--- src/rtl/gmatch_pkg.sv ---
// Package of the wildcard glob matcher: field widths, command and register
// codes, pattern character constants, the per-cell control struct and case folding.
// Used by every other file of the block except gmatch_out_buf; depends on nothing.
package gmatch_pkg;

  localparam int PatternMaxDef = 64;

  localparam int CmdW     = 2;
  localparam int PosW     = 6;
  localparam int CharW    = 8;
  localparam int CfgLenW  = 7;
  localparam int CfgIdxW  = 1;
  localparam int CfgDataW = 7;

  typedef enum logic [CmdW-1:0] {
    CmdWrite = 2'd0,
    CmdChar  = 2'd1,
    CmdEnd   = 2'd2
  } cmd_e;

  localparam logic [CfgIdxW-1:0] RegPatternLength = 1'b0;
  localparam logic [CfgIdxW-1:0] RegIgnoreCase    = 1'b1;

  localparam logic [CharW-1:0] StarChar  = 8'h2A;
  localparam logic [CharW-1:0] AnyChar   = 8'h3F;
  localparam logic [CharW-1:0] UpperLow  = 8'h41;
  localparam logic [CharW-1:0] UpperHigh = 8'h5A;
  localparam logic [CharW-1:0] CaseShift = 8'h20;

  // Broadcast from the top level to every cell of the chain.
  typedef struct packed {
    logic               step;
    logic               restart;
    logic               wr_en;
    logic [PosW-1:0]    wr_pos;
    logic [CharW-1:0]   wr_char;
    logic [CharW-1:0]   sub_char;
    logic               fold_en;
    logic [CfgLenW-1:0] len;
  } cell_ctrl_t;

  function automatic logic [CharW-1:0] fold_char(input logic [CharW-1:0] c,
                                                 input logic en);
    logic [CharW-1:0] r;
    r = c;
    if (en && (c >= UpperLow) && (c <= UpperHigh)) begin
      r = c + CaseShift;
    end
    return r;
  endfunction

endpackage

--- src/rtl/gmatch_if.sv ---
// Valid/ready channel interfaces of the wildcard glob matcher.
// Depends on gmatch_pkg for the field widths.
interface gmatch_in_if;
  logic                        valid;
  logic                        ready;
  logic [gmatch_pkg::CmdW-1:0]  command;
  logic [gmatch_pkg::PosW-1:0]  position;
  logic [gmatch_pkg::CharW-1:0] character;

  modport source (output valid, output command, output position, output character,
                  input ready);
  modport sink (input valid, input command, input position, input character,
                output ready);
endinterface

interface gmatch_out_if;
  logic valid;
  logic ready;
  logic matched;

  modport source (output valid, output matched, input ready);
  modport sink (input valid, input matched, output ready);
endinterface

--- src/rtl/gmatch_cell.sv ---
// One pattern position of the matcher chain: holds the pattern byte and the
// live bit of its position. Depends on gmatch_pkg.
module gmatch_cell #(
  parameter int Index = 0
) (
  input  logic                   clk_i,
  input  logic                   rst_ni,
  input  gmatch_pkg::cell_ctrl_t ctrl_i,
  input  logic                   carry_i,
  input  logic                   adv_i,
  output logic                   carry_o,
  output logic                   adv_o,
  output logic                   closed_o
);

  logic [gmatch_pkg::CharW-1:0] char_q, char_d;
  logic                         act_q, act_d;
  logic                         en;
  logic                         star;
  logic                         hit;

  // Position is in use only below the pattern length.
  assign en     = ctrl_i.len > gmatch_pkg::CfgLenW'(Index);
  assign star   = (char_q == gmatch_pkg::StarChar);
  assign hit    = (char_q == gmatch_pkg::AnyChar) ||
                  (gmatch_pkg::fold_char(char_q, ctrl_i.fold_en) == ctrl_i.sub_char);

  // A live star also makes the following position live; this ripples along the chain.
  assign closed_o = act_q | carry_i;
  assign carry_o  = closed_o & star & en;
  assign adv_o    = closed_o & en & ~star & hit;

  always_comb begin
    char_d = char_q;
    if (ctrl_i.wr_en && (ctrl_i.wr_pos == gmatch_pkg::PosW'(Index))) begin
      char_d = ctrl_i.wr_char;
    end
  end

  always_comb begin
    act_d = act_q;
    if (ctrl_i.step) begin
      act_d = (closed_o & star & en) | adv_i;
    end else if (ctrl_i.restart) begin
      act_d = (Index == 0);
    end
  end

  always_ff @(posedge clk_i) begin
    char_q <= char_d;
  end

  always_ff @(posedge clk_i or negedge rst_ni) begin
    if (!rst_ni) begin
      act_q <= (Index == 0);
    end else begin
      act_q <= act_d;
    end
  end

endmodule

--- src/rtl/gmatch_out_buf.sv ---
// Output register with a skid stage for the match result words.
// Depends on gmatch_out_if.
module gmatch_out_buf (
  input  logic            clk_i,
  input  logic            rst_ni,
  input  logic            push_i,
  input  logic            matched_i,
  output logic            ready_o,
  gmatch_out_if.source    out_o
);

  logic out_valid_q, out_valid_d;
  logic out_data_q, out_data_d;
  logic skid_valid_q, skid_valid_d;
  logic skid_data_q, skid_data_d;
  logic drain;

  assign drain   = out_valid_q & out_o.ready;
  assign ready_o = ~skid_valid_q;

  always_comb begin
    out_valid_d  = out_valid_q;
    out_data_d   = out_data_q;
    skid_valid_d = skid_valid_q;
    skid_data_d  = skid_data_q;
    if (skid_valid_q) begin
      if (drain) begin
        out_data_d   = skid_data_q;
        skid_valid_d = 1'b0;
      end
    end else if (push_i) begin
      if (!out_valid_q || drain) begin
        out_valid_d = 1'b1;
        out_data_d  = matched_i;
      end else begin
        skid_valid_d = 1'b1;
        skid_data_d  = matched_i;
      end
    end else if (drain) begin
      out_valid_d = 1'b0;
    end
  end

  always_ff @(posedge clk_i or negedge rst_ni) begin
    if (!rst_ni) begin
      out_valid_q  <= 1'b0;
      skid_valid_q <= 1'b0;
    end else begin
      out_valid_q  <= out_valid_d;
      skid_valid_q <= skid_valid_d;
    end
  end

  always_ff @(posedge clk_i) begin
    out_data_q  <= out_data_d;
    skid_data_q <= skid_data_d;
  end

  assign out_o.valid   = out_valid_q;
  assign out_o.matched = out_data_q;

endmodule

--- src/rtl/wildcard_glob_matcher_unit.sv ---
// Top level of the wildcard glob matcher: configuration registers, a chain of
// pattern cells and the result buffer. Depends on gmatch_pkg, gmatch_if,
// gmatch_cell and gmatch_out_buf.
//
//  channel  direction  word fields                        handshake
//  in_i     sink       command[1:0] position[5:0] char[7:0]  valid/ready
//  out_o    source     matched                            valid/ready
//  cfg      write      cfg_idx_i[0] cfg_data_i[6:0]       cfg_we_i
//
// One input word is taken every cycle while in_i.ready is high; a subject byte updates all
// positions in the cycle it is accepted, the star closure rippling through the cell chain.
// A match word shows on out_o in the cycle after its end-of-subject word is accepted
// when the output register is free or drains that cycle; otherwise it waits in the skid stage.
// After reset position zero alone is live; pattern bytes are undefined until written.
// in_i.ready drops only while both the output register and the skid stage hold a word.
module wildcard_glob_matcher_unit #(
  parameter int PatternMax = gmatch_pkg::PatternMaxDef
) (
  input  logic                           clk_i,
  input  logic                           rst_ni,
  input  logic                           cfg_we_i,
  input  logic [gmatch_pkg::CfgIdxW-1:0]  cfg_idx_i,
  input  logic [gmatch_pkg::CfgDataW-1:0] cfg_data_i,
  gmatch_in_if.sink                      in_i,
  gmatch_out_if.source                   out_o
);

  localparam int LenW = $clog2(PatternMax + 1);

  logic [gmatch_pkg::CfgLenW-1:0] len_q;
  logic                           ignore_case_q;
  logic [LenW-1:0]                len_sat;
  logic                           in_accept;
  logic                           buf_ready;
  logic                           end_q, end_d;
  logic [PatternMax:0]            carry;
  logic [PatternMax:0]            adv;
  logic [PatternMax:0]            closed;
  gmatch_pkg::cell_ctrl_t         ctrl;

  always_ff @(posedge clk_i or negedge rst_ni) begin
    if (!rst_ni) begin
      len_q         <= '0;
      ignore_case_q <= 1'b0;
    end else if (cfg_we_i) begin
      case (cfg_idx_i)
        gmatch_pkg::RegPatternLength: len_q         <= cfg_data_i;
        gmatch_pkg::RegIgnoreCase:    ignore_case_q <= cfg_data_i[0];
        default: ;
      endcase
    end
  end

  assign len_sat = (len_q > gmatch_pkg::CfgLenW'(PatternMax)) ? LenW'(PatternMax)
                                                              : len_q[LenW-1:0];

  assign in_i.ready = buf_ready;
  assign in_accept  = in_i.valid & buf_ready;

  always_comb begin
    ctrl          = '0;
    ctrl.wr_pos   = in_i.position;
    ctrl.wr_char  = in_i.character;
    ctrl.fold_en  = ignore_case_q;
    ctrl.sub_char = gmatch_pkg::fold_char(in_i.character, ignore_case_q);
    ctrl.len      = gmatch_pkg::CfgLenW'(len_sat);
    if (in_accept) begin
      case (gmatch_pkg::cmd_e'(in_i.command))
        gmatch_pkg::CmdWrite: ctrl.wr_en   = 1'b1;
        gmatch_pkg::CmdChar:  ctrl.step    = 1'b1;
        gmatch_pkg::CmdEnd:   ctrl.restart = 1'b1;
        default: ;
      endcase
    end
  end

  assign carry[0] = 1'b0;
  assign adv[0]   = 1'b0;

  for (genvar i = 0; i < PatternMax; i++) begin : g_cell
    gmatch_cell #(
      .Index (i)
    ) u_cell (
      .clk_i    (clk_i),
      .rst_ni   (rst_ni),
      .ctrl_i   (ctrl),
      .carry_i  (carry[i]),
      .adv_i    (adv[i]),
      .carry_o  (carry[i+1]),
      .adv_o    (adv[i+1]),
      .closed_o (closed[i])
    );
  end

  // Live bit of the position past the last pattern byte.
  assign closed[PatternMax] = end_q | carry[PatternMax];

  always_comb begin
    end_d = end_q;
    if (ctrl.step) begin
      end_d = adv[PatternMax];
    end else if (ctrl.restart) begin
      end_d = 1'b0;
    end
  end

  always_ff @(posedge clk_i or negedge rst_ni) begin
    if (!rst_ni) begin
      end_q <= 1'b0;
    end else begin
      end_q <= end_d;
    end
  end

  gmatch_out_buf u_out_buf (
    .clk_i     (clk_i),
    .rst_ni    (rst_ni),
    .push_i    (ctrl.restart),
    .matched_i (closed[len_sat]),
    .ready_o   (buf_ready),
    .out_o     (out_o)
  );

endmodule

--- src/flat_wrapper.sv ---
// flat-port wrapper written by rule: the top's interface ports become plain ports
module wildcard_glob_matcher_unit_flat 
#(
  parameter int PatternMax = gmatch_pkg::PatternMaxDef
)
  (clk_i, rst_ni, cfg_we_i, cfg_idx_i, cfg_data_i, in_i_valid, in_i_command, in_i_position, in_i_character, in_i_ready, out_o_valid, out_o_matched, out_o_ready);
  gmatch_in_if in_i_i ();
  gmatch_out_if out_o_i ();
  input  logic clk_i;
  input  logic rst_ni;
  input  logic cfg_we_i;
  input  logic [gmatch_pkg::CfgIdxW-1:0] cfg_idx_i;
  input  logic [gmatch_pkg::CfgDataW-1:0] cfg_data_i;
  input wire logic [$bits(in_i_i.valid)-1:0] in_i_valid;
  input wire logic [$bits(in_i_i.command)-1:0] in_i_command;
  input wire logic [$bits(in_i_i.position)-1:0] in_i_position;
  input wire logic [$bits(in_i_i.character)-1:0] in_i_character;
  output wire logic [$bits(in_i_i.ready)-1:0] in_i_ready;
  output wire logic [$bits(out_o_i.valid)-1:0] out_o_valid;
  output wire logic [$bits(out_o_i.matched)-1:0] out_o_matched;
  input wire logic [$bits(out_o_i.ready)-1:0] out_o_ready;
  assign in_i_i.valid = in_i_valid;
  assign in_i_i.command = in_i_command;
  assign in_i_i.position = in_i_position;
  assign in_i_i.character = in_i_character;
  assign in_i_ready = in_i_i.ready;
  assign out_o_valid = out_o_i.valid;
  assign out_o_matched = out_o_i.matched;
  assign out_o_i.ready = out_o_ready;
  wildcard_glob_matcher_unit #(.PatternMax(PatternMax)) u_core (.clk_i(clk_i), .rst_ni(rst_ni), .cfg_we_i(cfg_we_i), .cfg_idx_i(cfg_idx_i), .cfg_data_i(cfg_data_i), .in_i(in_i_i), .out_o(out_o_i));
endmodule
--- config.mk ---
export PLATFORM = sky130hd
export DESIGN_NAME = wildcard_glob_matcher_unit_flat
export DESIGN_NICKNAME = d
export VERILOG_FILES = /design/src/rtl/gmatch_pkg.sv /design/src/rtl/gmatch_if.sv /design/src/rtl/gmatch_cell.sv /design/src/rtl/gmatch_out_buf.sv /design/src/rtl/wildcard_glob_matcher_unit.sv /design/src/flat_wrapper.sv
export SDC_FILE = /design/constraint.sdc
export NUM_CORES = 1
export LEC_CHECK = 0
export ABC_AREA = 1
export BUFFER_PORTS_ARGS = -buffer_cell sky130_fd_sc_hd__buf_2
export CORE_MARGIN = 5
export CORE_UTILIZATION = 60
export CTS_CLUSTER_SIZE = 40
export DETAILED_ROUTE_END_ITERATION = 10
export PLACE_DENSITY = 0.76
export SYNTH_ARGS = -nofsm -noshare
export SYNTH_HDL_FRONTEND = slang
export SYNTH_SLANG_ARGS = --single-unit
--- constraint.sdc ---
create_clock -name clk_i -period 16.25 [get_ports clk_i]
set_input_delay 0.8125 -clock clk_i [delete_from_list [all_inputs] [get_ports clk_i]]
set_output_delay 0.8125 -clock clk_i [all_outputs]
set_load 0.02 [all_outputs]
### After elaboration in Yosys (flattened, before gate mapping)

Index checks and enable logic that the tools add are counted.

| storage, ports and cells | value |
|---|---|
| register bits | 589 |
| latch bits | 0 |
| RAM bits | 0 |
| memory bits (read-only) | 0 |
| input port bits | 29 |
| output and inout bits | 3 |
| word-level logic and storage cells | 1592 |
| memories | 0 |

| operators by class | value |
|---|---|
| add/subtract/negate cells | 65 |
| multiply operators | 0 |
| divide/modulo/power cells | 0 |
| order comparisons | 196 |
| equal/unequal tests | 259 |
| shifts and indexed selects | 0 |
| mux-type cells | 150 |
| bitwise operators | 516 |
| reduce and logical (&&, ||, !) cells | 271 |

Operators by type and width:

| cell | number |
|---|---|
| equality test 8 x 6 -> 1 bit, second input constant | 128 |
| adder 8 x 6 -> 8 bit, second input constant | 65 |
| greater-or-equal comparator 8 x 7 -> 1 bit, second input constant | 65 |
| <= comparator 8 x 7 -> 1 bit, second input constant | 65 |
| two-way mux 8 bit | 65 |
| equality test 8 bit | 64 |
| AND 1 bit | 322 |
| greater-than comparator 7 x 6 -> 1 bit, second input constant | 32 |
| logical AND 1 bit | 194 |
| equality test 6 bit, second input constant | 32 |
| bitwise OR 1 bit | 127 |
| greater-than comparator 7 x 5 -> 1 bit, second input constant | 16 |
| equality test 6 x 5 -> 1 bit, second input constant | 16 |
| two-way mux 1 bit | 82 |
| inverter 1 bit | 67 |
| logical OR 1 bit | 65 |
| greater-than comparator 7 x 4 -> 1 bit, second input constant | 8 |
| equality test 6 x 4 -> 1 bit, second input constant | 8 |
| greater-than comparator 7 x 3 -> 1 bit, second input constant | 4 |
| equality test 6 x 3 -> 1 bit, second input constant | 4 |
| greater-than comparator 7 x 1 -> 1 bit, second input constant | 2 |
| greater-than comparator 7 x 2 -> 1 bit, second input constant | 2 |
| equality test 6 x 2 -> 1 bit, second input constant | 2 |
| AND reduction 3 bit | 3 |
| 15 further kinds | 19 |

### Logic depth before layout (Yosys ltp)

| logic depth | value |
|---|---|
| word-level depth | 199 |
| mapped depth | 139 |
| depth with buffers taken out | 138 |

### Least setup slack after synthesis

Ideal clock, no wire load.

| path | value |
|---|---|
| path type | flip-flop to flip-flop |
| start point | reg u_core.g_cell[0].u_cell.char_q[2] (netlist name) |
| end point | reg u_core.u_out_buf.out_data_q (netlist: u_core.u_out_buf.out_o.matched) (data pin) |
| arrival time | 10.896 ns |
| required time | 16.120 ns |
| path slack | 5.224 ns |
| cell stages (with the launch flop) | 136 |
| period minus slack after synthesis | 11.026 ns |
| cell sequence | edfxtp_1 -> nor2_1 -> nand2_1 -> nor2_1 -> nand3_2 -> nand2_2 -> nand3_2 -> nand2_2 -> nand3_2 -> nand2_2 -> nand3_2 -> nand2_2 -> nand3_2 -> nand2_2 -> nand3_2 -> nand2_2 -> nand3_2 -> nand2_2 -> [... 100 more ...] -> nand3_2 -> nand2_2 -> nand3_2 -> nand2_2 -> nand3_2 -> nand2_2 -> nand3_2 -> nand2_2 -> nand3_2 -> nand2_2 -> nand3_2 -> nand2_1 -> nand3_1 -> nand2_1 -> a21oi_1 -> nand2_2 -> nand2_1 -> nand2_1 |

| on the way | value |
|---|---|
| word-level cells in the longest chain between the ends | 198 |

Ends and longest elaborated chain:

| element | line | source |
|---|---|---|
| start: declaration | gmatch_cell.sv:16 | `logic [gmatch_pkg::CharW-1:0] char_q, char_d;` |
| start signal: assignment | gmatch_cell.sv:50 | `char_q <= char_d;` |
| equality test 8 x 6 -> 1 bit (*) | gmatch_cell.sv:24 | `assign star = (char_q == gmatch_pkg::StarChar);` |
| AND 1 bit (*) (2 in a row) | gmatch_cell.sv:30 | `assign carry_o = closed_o & star & en;` |
| bitwise OR 1 bit (*) | gmatch_cell.sv:29 | `assign closed_o = act_q \| carry_i;` |
| AND 1 bit (2 in a row) | gmatch_cell.sv:30 |  |
| bitwise OR 1 bit | gmatch_cell.sv:29 |  |
| AND 1 bit (2 in a row) | gmatch_cell.sv:30 |  |
| bitwise OR 1 bit | gmatch_cell.sv:29 |  |
| AND 1 bit (2 in a row) | gmatch_cell.sv:30 |  |
| [... 180 more ...] | - |  |
| bitwise OR 1 bit | wildcard_glob_matcher_unit.sv:96 | `assign closed[PatternMax] = end_q \| carry[PatternMax];` |
| binary-select mux 1 bit (select 7 bit) (*) | wildcard_glob_matcher_unit.sv:119 | `.matched_i (closed[len_sat]),` |
| two-way mux 1 bit (not written as such) (*) | wildcard_glob_matcher_unit.sv:119 |  |
| via u_core.u_out_buf.matched_i | gmatch_out_buf.sv:7 | `input logic matched_i,` |
| two-way mux 1 bit (*) | gmatch_out_buf.sv:32 | `if (!out_valid_q \|\| drain) begin` |
| two-way mux 1 bit (*) | gmatch_out_buf.sv:31 | `end else if (push_i) begin` |
| two-way mux 1 bit (*) | gmatch_out_buf.sv:26 | `if (skid_valid_q) begin` |
| via u_core.u_out_buf.out_data_d | gmatch_out_buf.sv:13 | `logic out_data_q, out_data_d;` |
| end signal: assignment | gmatch_out_buf.sv:55 | `out_data_q <= out_data_d;` |
| end: declaration | gmatch_out_buf.sv:13 |  |

The timed path passes the listed nets; every way through them passes the cells marked *. The select of a mux whose other input is x is not followed.
A chain may end at the register's enable or synchronous reset.

### Worst setup path in the final report

| path | value |
|---|---|
| start point | reg u_core.len_q[0] (netlist name) |
| end point | reg u_core.u_out_buf.out_data_q (netlist: u_core.u_out_buf.out_o.matched) (data pin) |

| on the way | value |
|---|---|
| word-level cells in the longest chain between the ends | 199 |

Ends and longest elaborated chain:

| element | line | source |
|---|---|---|
| start: declaration | wildcard_glob_matcher_unit.sv:30 | `logic [gmatch_pkg::CfgLenW-1:0] len_q;` |
| start signal: assignment | wildcard_glob_matcher_unit.sv:47 | `gmatch_pkg::RegPatternLength: len_q <= cfg_data_i;` |
| greater-than comparator 7 bit | wildcard_glob_matcher_unit.sv:54 | `assign len_sat = (len_q > gmatch_pkg::CfgLenW'(PatternMax)) ? LenW'(PatternMax)` |
| two-way mux 7 bit (*) | wildcard_glob_matcher_unit.sv:54 |  |
| greater-than comparator 7 x 1 -> 1 bit | gmatch_cell.sv:23 | `assign en = ctrl_i.len > gmatch_pkg::CfgLenW'(Index);` |
| AND 1 bit | gmatch_cell.sv:30 |  |
| bitwise OR 1 bit | gmatch_cell.sv:29 |  |
| AND 1 bit (2 in a row) | gmatch_cell.sv:30 |  |
| bitwise OR 1 bit | gmatch_cell.sv:29 |  |
| AND 1 bit (2 in a row) | gmatch_cell.sv:30 |  |
| [... 183 more ...] | - |  |
| bitwise OR 1 bit | wildcard_glob_matcher_unit.sv:96 |  |
| binary-select mux 1 bit (select 7 bit) (*) | wildcard_glob_matcher_unit.sv:119 |  |
| two-way mux 1 bit (not written as such) (*) | wildcard_glob_matcher_unit.sv:119 |  |
| via u_core.u_out_buf.matched_i | gmatch_out_buf.sv:7 |  |
| two-way mux 1 bit (*) | gmatch_out_buf.sv:32 |  |
| two-way mux 1 bit (*) | gmatch_out_buf.sv:31 |  |
| two-way mux 1 bit (*) | gmatch_out_buf.sv:26 |  |
| via u_core.u_out_buf.out_data_d | gmatch_out_buf.sv:13 |  |

Marked as above.

==> impl_results.md <==
- Switching share of power: 24.5%
- Clk Latency, worst-skew pair: 0.61 ns
- Total CTS buffers: 66
- Final worst path period share: 87.2%
- Clk buf depth: 3
- Nets@finish: 3,965
- Total grt overflow: 0
- Pins over their slew limit: 0
- Initial antenna violation count: 2
- Cell repeated most along the worst path: nand2_2
- Worst setup EP type: register
- Clock period minus final worst setup slack: 14.16 ns
- Synth-to-Final Area Change: 8.89%
- Final Power: 3.39 mW
- Worst EP required: 16.73 ns
- Multi-input combinational cell area: 14,800 µm²
- Worst-path clk slew: 0.07 ns
- GRT Util Overall: 31.9%
- Warnings, synthesis: 0
- Sequential share of power: 49.1%
- Worst EP arrival: 14.64 ns
- Vias in the first global route: 28,100
- Die height: 251 µm
- Setup Skew: 0.0318 ns
- Post-synthesis sequential area ratio: 49.7%
- Commonest cells after routing, fill and taps aside: inv_1 (529), edfxtp_1 (514), nand2_1 (513)
- Seq cells post-synth: 589
- Post-route setup TNS: 0 ns
- Sequential Area: 17,300 µm²
- Crit path launch type: register
- Leak Pwr: 14.5 nW
- Worst-path fanout max: 18
- Final Hold Viols: 0
- Share of cells above drive strength 1: 10.1%
- Largest net degree at the start of global routing: 95
- Die W: 251 µm
- Slowest-stage cell, CP: dfrtp_1
- Max-cap violations: 0
- Post-route DRC: 0
- Std-Cell Rows: 88
- Total I/O pin count: 32
- CTS Hold Bufs: 0
- IR drop worst, VDD: 89.7 µV
- Final setup fails: 0
- Clk sinks: 589
- Routability cong.: 1.05
- Slew HR: 5.18%
- Synth cell types: 66
- Htree depth: 3
- Clock Power Share: 42.8%
- Synth Flop Type: edfxtp_1
- Post-Route Utilization: 65.9%
- Status: complete, no violations
- Placed insts: 4,568
- Power share of the combinational group: 8.1%
- Post-Synthesis Cell Area: 34,800 µm²
- R2R Setup Slk: 2.09 ns
- Power per cell area: 89.4 nW/µm²
- PortBufs: 31
- FMAX: 70.6 MHz
- RSZ-0062 raised after global routing: false
- Dpl hpwl: 67,200 µm
- Slew @ Worst Pin: 1.40 ns
- Setup Fix Bufs, Post-CTS: 0
- TritonCTS clock tree: done
- Starting Density: 60.5%
- Mapped Cells: 3,863
- Internal: 2.56 mW
- DRT Pass-1 Iters: 7
- Count of non-filler cells in the finished layout: 4,689
- WL per Instance: 22.0 µm
- Filler cells: 4,567
- Post-synth EDFFs: 514
- PostCTS Resize Cnt: 0
- Mean post-synth cell area: 9.01 µm²
- Fraction of registers with async set/reset: 12.7%
- Die area: 63,000 µm²
- P_sw: 0.829 mW
- Clk root buf: clkbuf_16
- Final wirelength: 103,000 µm
- Iteration-0 DRC count of the detailed router: 3,667
- Core area: 57,600 µm²
- Final ANT Viol Nets: 0
- Vias: 30,100
- First-pass GRT wire length: 158,000 µm
- Worst hold path type: in -> async
- Post-synth net total: 3,957
- Commonest non-fill, non-tap cell in the layout: inv_1
- Crit path largest cell delay: 0.77 ns
- DR vias/cell: 6.41
- Critical path class: reg -> reg
## stage by stage
| stage | hold WS [ns] | area [µm²] | worst slack (ns) |
|---|---|---|---|
| 5_1_grt | 0.0482 | 37900 | 0.780 |
| 4_1_cts | 0.0262 | 37900 | 2.50 |
| 3_3_place_gp | 0.509 | 35800 | 3.18 |
| 6_report | 0.0425 | 37900 | 2.09 |
| 3_5_place_dp | 0.511 | 35800 | 2.55 |
| 2_1_floorplan | 0.486 | 34800 | 5.22 |
## power groups by stage
| stage | Combinational, mW | Sequential [mW] | Clock, mW |
|---|---|---|---|
| floorplan | 0.152 | 1.69 | 0 |
| global placement | 0.263 | 1.69 | 0 |
| detailed placement | 0.265 | 1.69 | 0 |
| CTS | 0.266 | 1.66 | 1.47 |
| global route | 0.289 | 1.66 | 1.53 |
| finish | 0.273 | 1.66 | 1.45 |
## routing by layer
| metal | GRT usage (%) | share of wire [%] | wire length, µm | vias up |
|---|---|---|---|---|
| met5 | 0 | 0.027 | 28 | - |
| met3 | 6.83 | 12 | 12100 | 312 |
| met4 | 13.6 | 4.7 | 4880 | 2 |
| met1 | 44.4 | 40 | 41000 | 14100 |
| li1 | - | - | - | 14000 |
| met2 | 49.1 | 44 | 45000 | 1691 |
## layout make-up
| class | count | share of cell area (%) |
|---|---|---|
| Antenna cell | 1 | 0.00660 |
| Clock buffer | 80 | 4.80 |
| Clock inverter | 40 | 0.769 |
| Inverter | 587 | 5.84 |
| Multi-Input combinational cell | 2559 | 39.1 |
| Sequential cell | 589 | 45.7 |
| Tap cell | 765 | 2.52 |
| Timing Repair Buffer | 68 | 1.24 |
## path summary, 6_finish.rpt
path / from / endpoint / cells past startpoint
max: u_core.len_q[0]$_DFFE_PN0P_ / u_core.u_out_buf.out_o.matched$_DFFE_PP_ / 130
min: rst_ni / u_core.g_cell[63].u_cell.act_q$_DFFE_PN0P_ / 1
max reg2reg: u_core.len_q[0]$_DFFE_PN0P_ / u_core.u_out_buf.out_o.matched$_DFFE_PP_ / 130
min reg2reg: u_core.g_cell[0].u_cell.act_q$_DFFE_PN1P_ / u_core.g_cell[0].u_cell.act_q$_DFFE_PN1P_ / 2
max in group asynchronous: rst_ni / u_core.ignore_case_q$_DFFE_PN0P_ / 2
min in group clk_i: cfg_data_i[5] / u_core.len_q[5]$_DFFE_PN0P_ / 3
## worst max-delay path, delay by kind of cell (launching register included)
| kind | cells | cell delay, ns |
|---|---|---|
| compound gates | 1 | 0.07 |
| buf+inv | 4 | 0.81 |
| flops | 1 | 0.77 |
| simple gates | 125 | 12.33 |
## synth_stat cells (40+ instances only)
library cell,n,area [µm²]
xor2_1,99,867
clkbuf_1,92,345
o22ai_1,122,763
a21oi_1,57,285
nand2_1,514,1930
dfrtp_1,74,1850
nor2_1,333,1250
xnor2_1,40,350
nand3_2,64,641
nor3_1,62,310
ha_1,65,813
edfxtp_1,514,15400
nand2_2,65,407
nand3_1,184,921
o21ai_0,288,1440
inv_1,535,2010
a31oi_1,63,394
inv_2,47,176
nor4_1,87,544
nand4_1,221,1380
a221oi_1,53,464
## cells by family after synthesis
| group | after synthesis | synth area share [%] |
|---|---|---|
| simple gates | 1576 | 22.4 |
| compound gates | 779 | 14.3 |
| buf+inv | 715 | 7.74 |
| flops | 589 | 49.7 |
| xor+xnor | 139 | 3.50 |
| fa+ha+maj | 65 | 2.34 |
## registers in the layout (all words and copies together), names as in the netlist
signal and count:
u_core.g_cell.u_cell.char_q 512, u_core.g_cell.u_cell.act_q 64, u_core.len_q 7, u_core.end_q 1, u_core.ignore_case_q 1, u_core.u_out_buf.out_o.matched 1, u_core.u_out_buf.out_o.valid 1, u_core.u_out_buf.skid_data_q 1
u_core.u_out_buf.skid_valid_q 1
(Power assumes the default switching activity.)
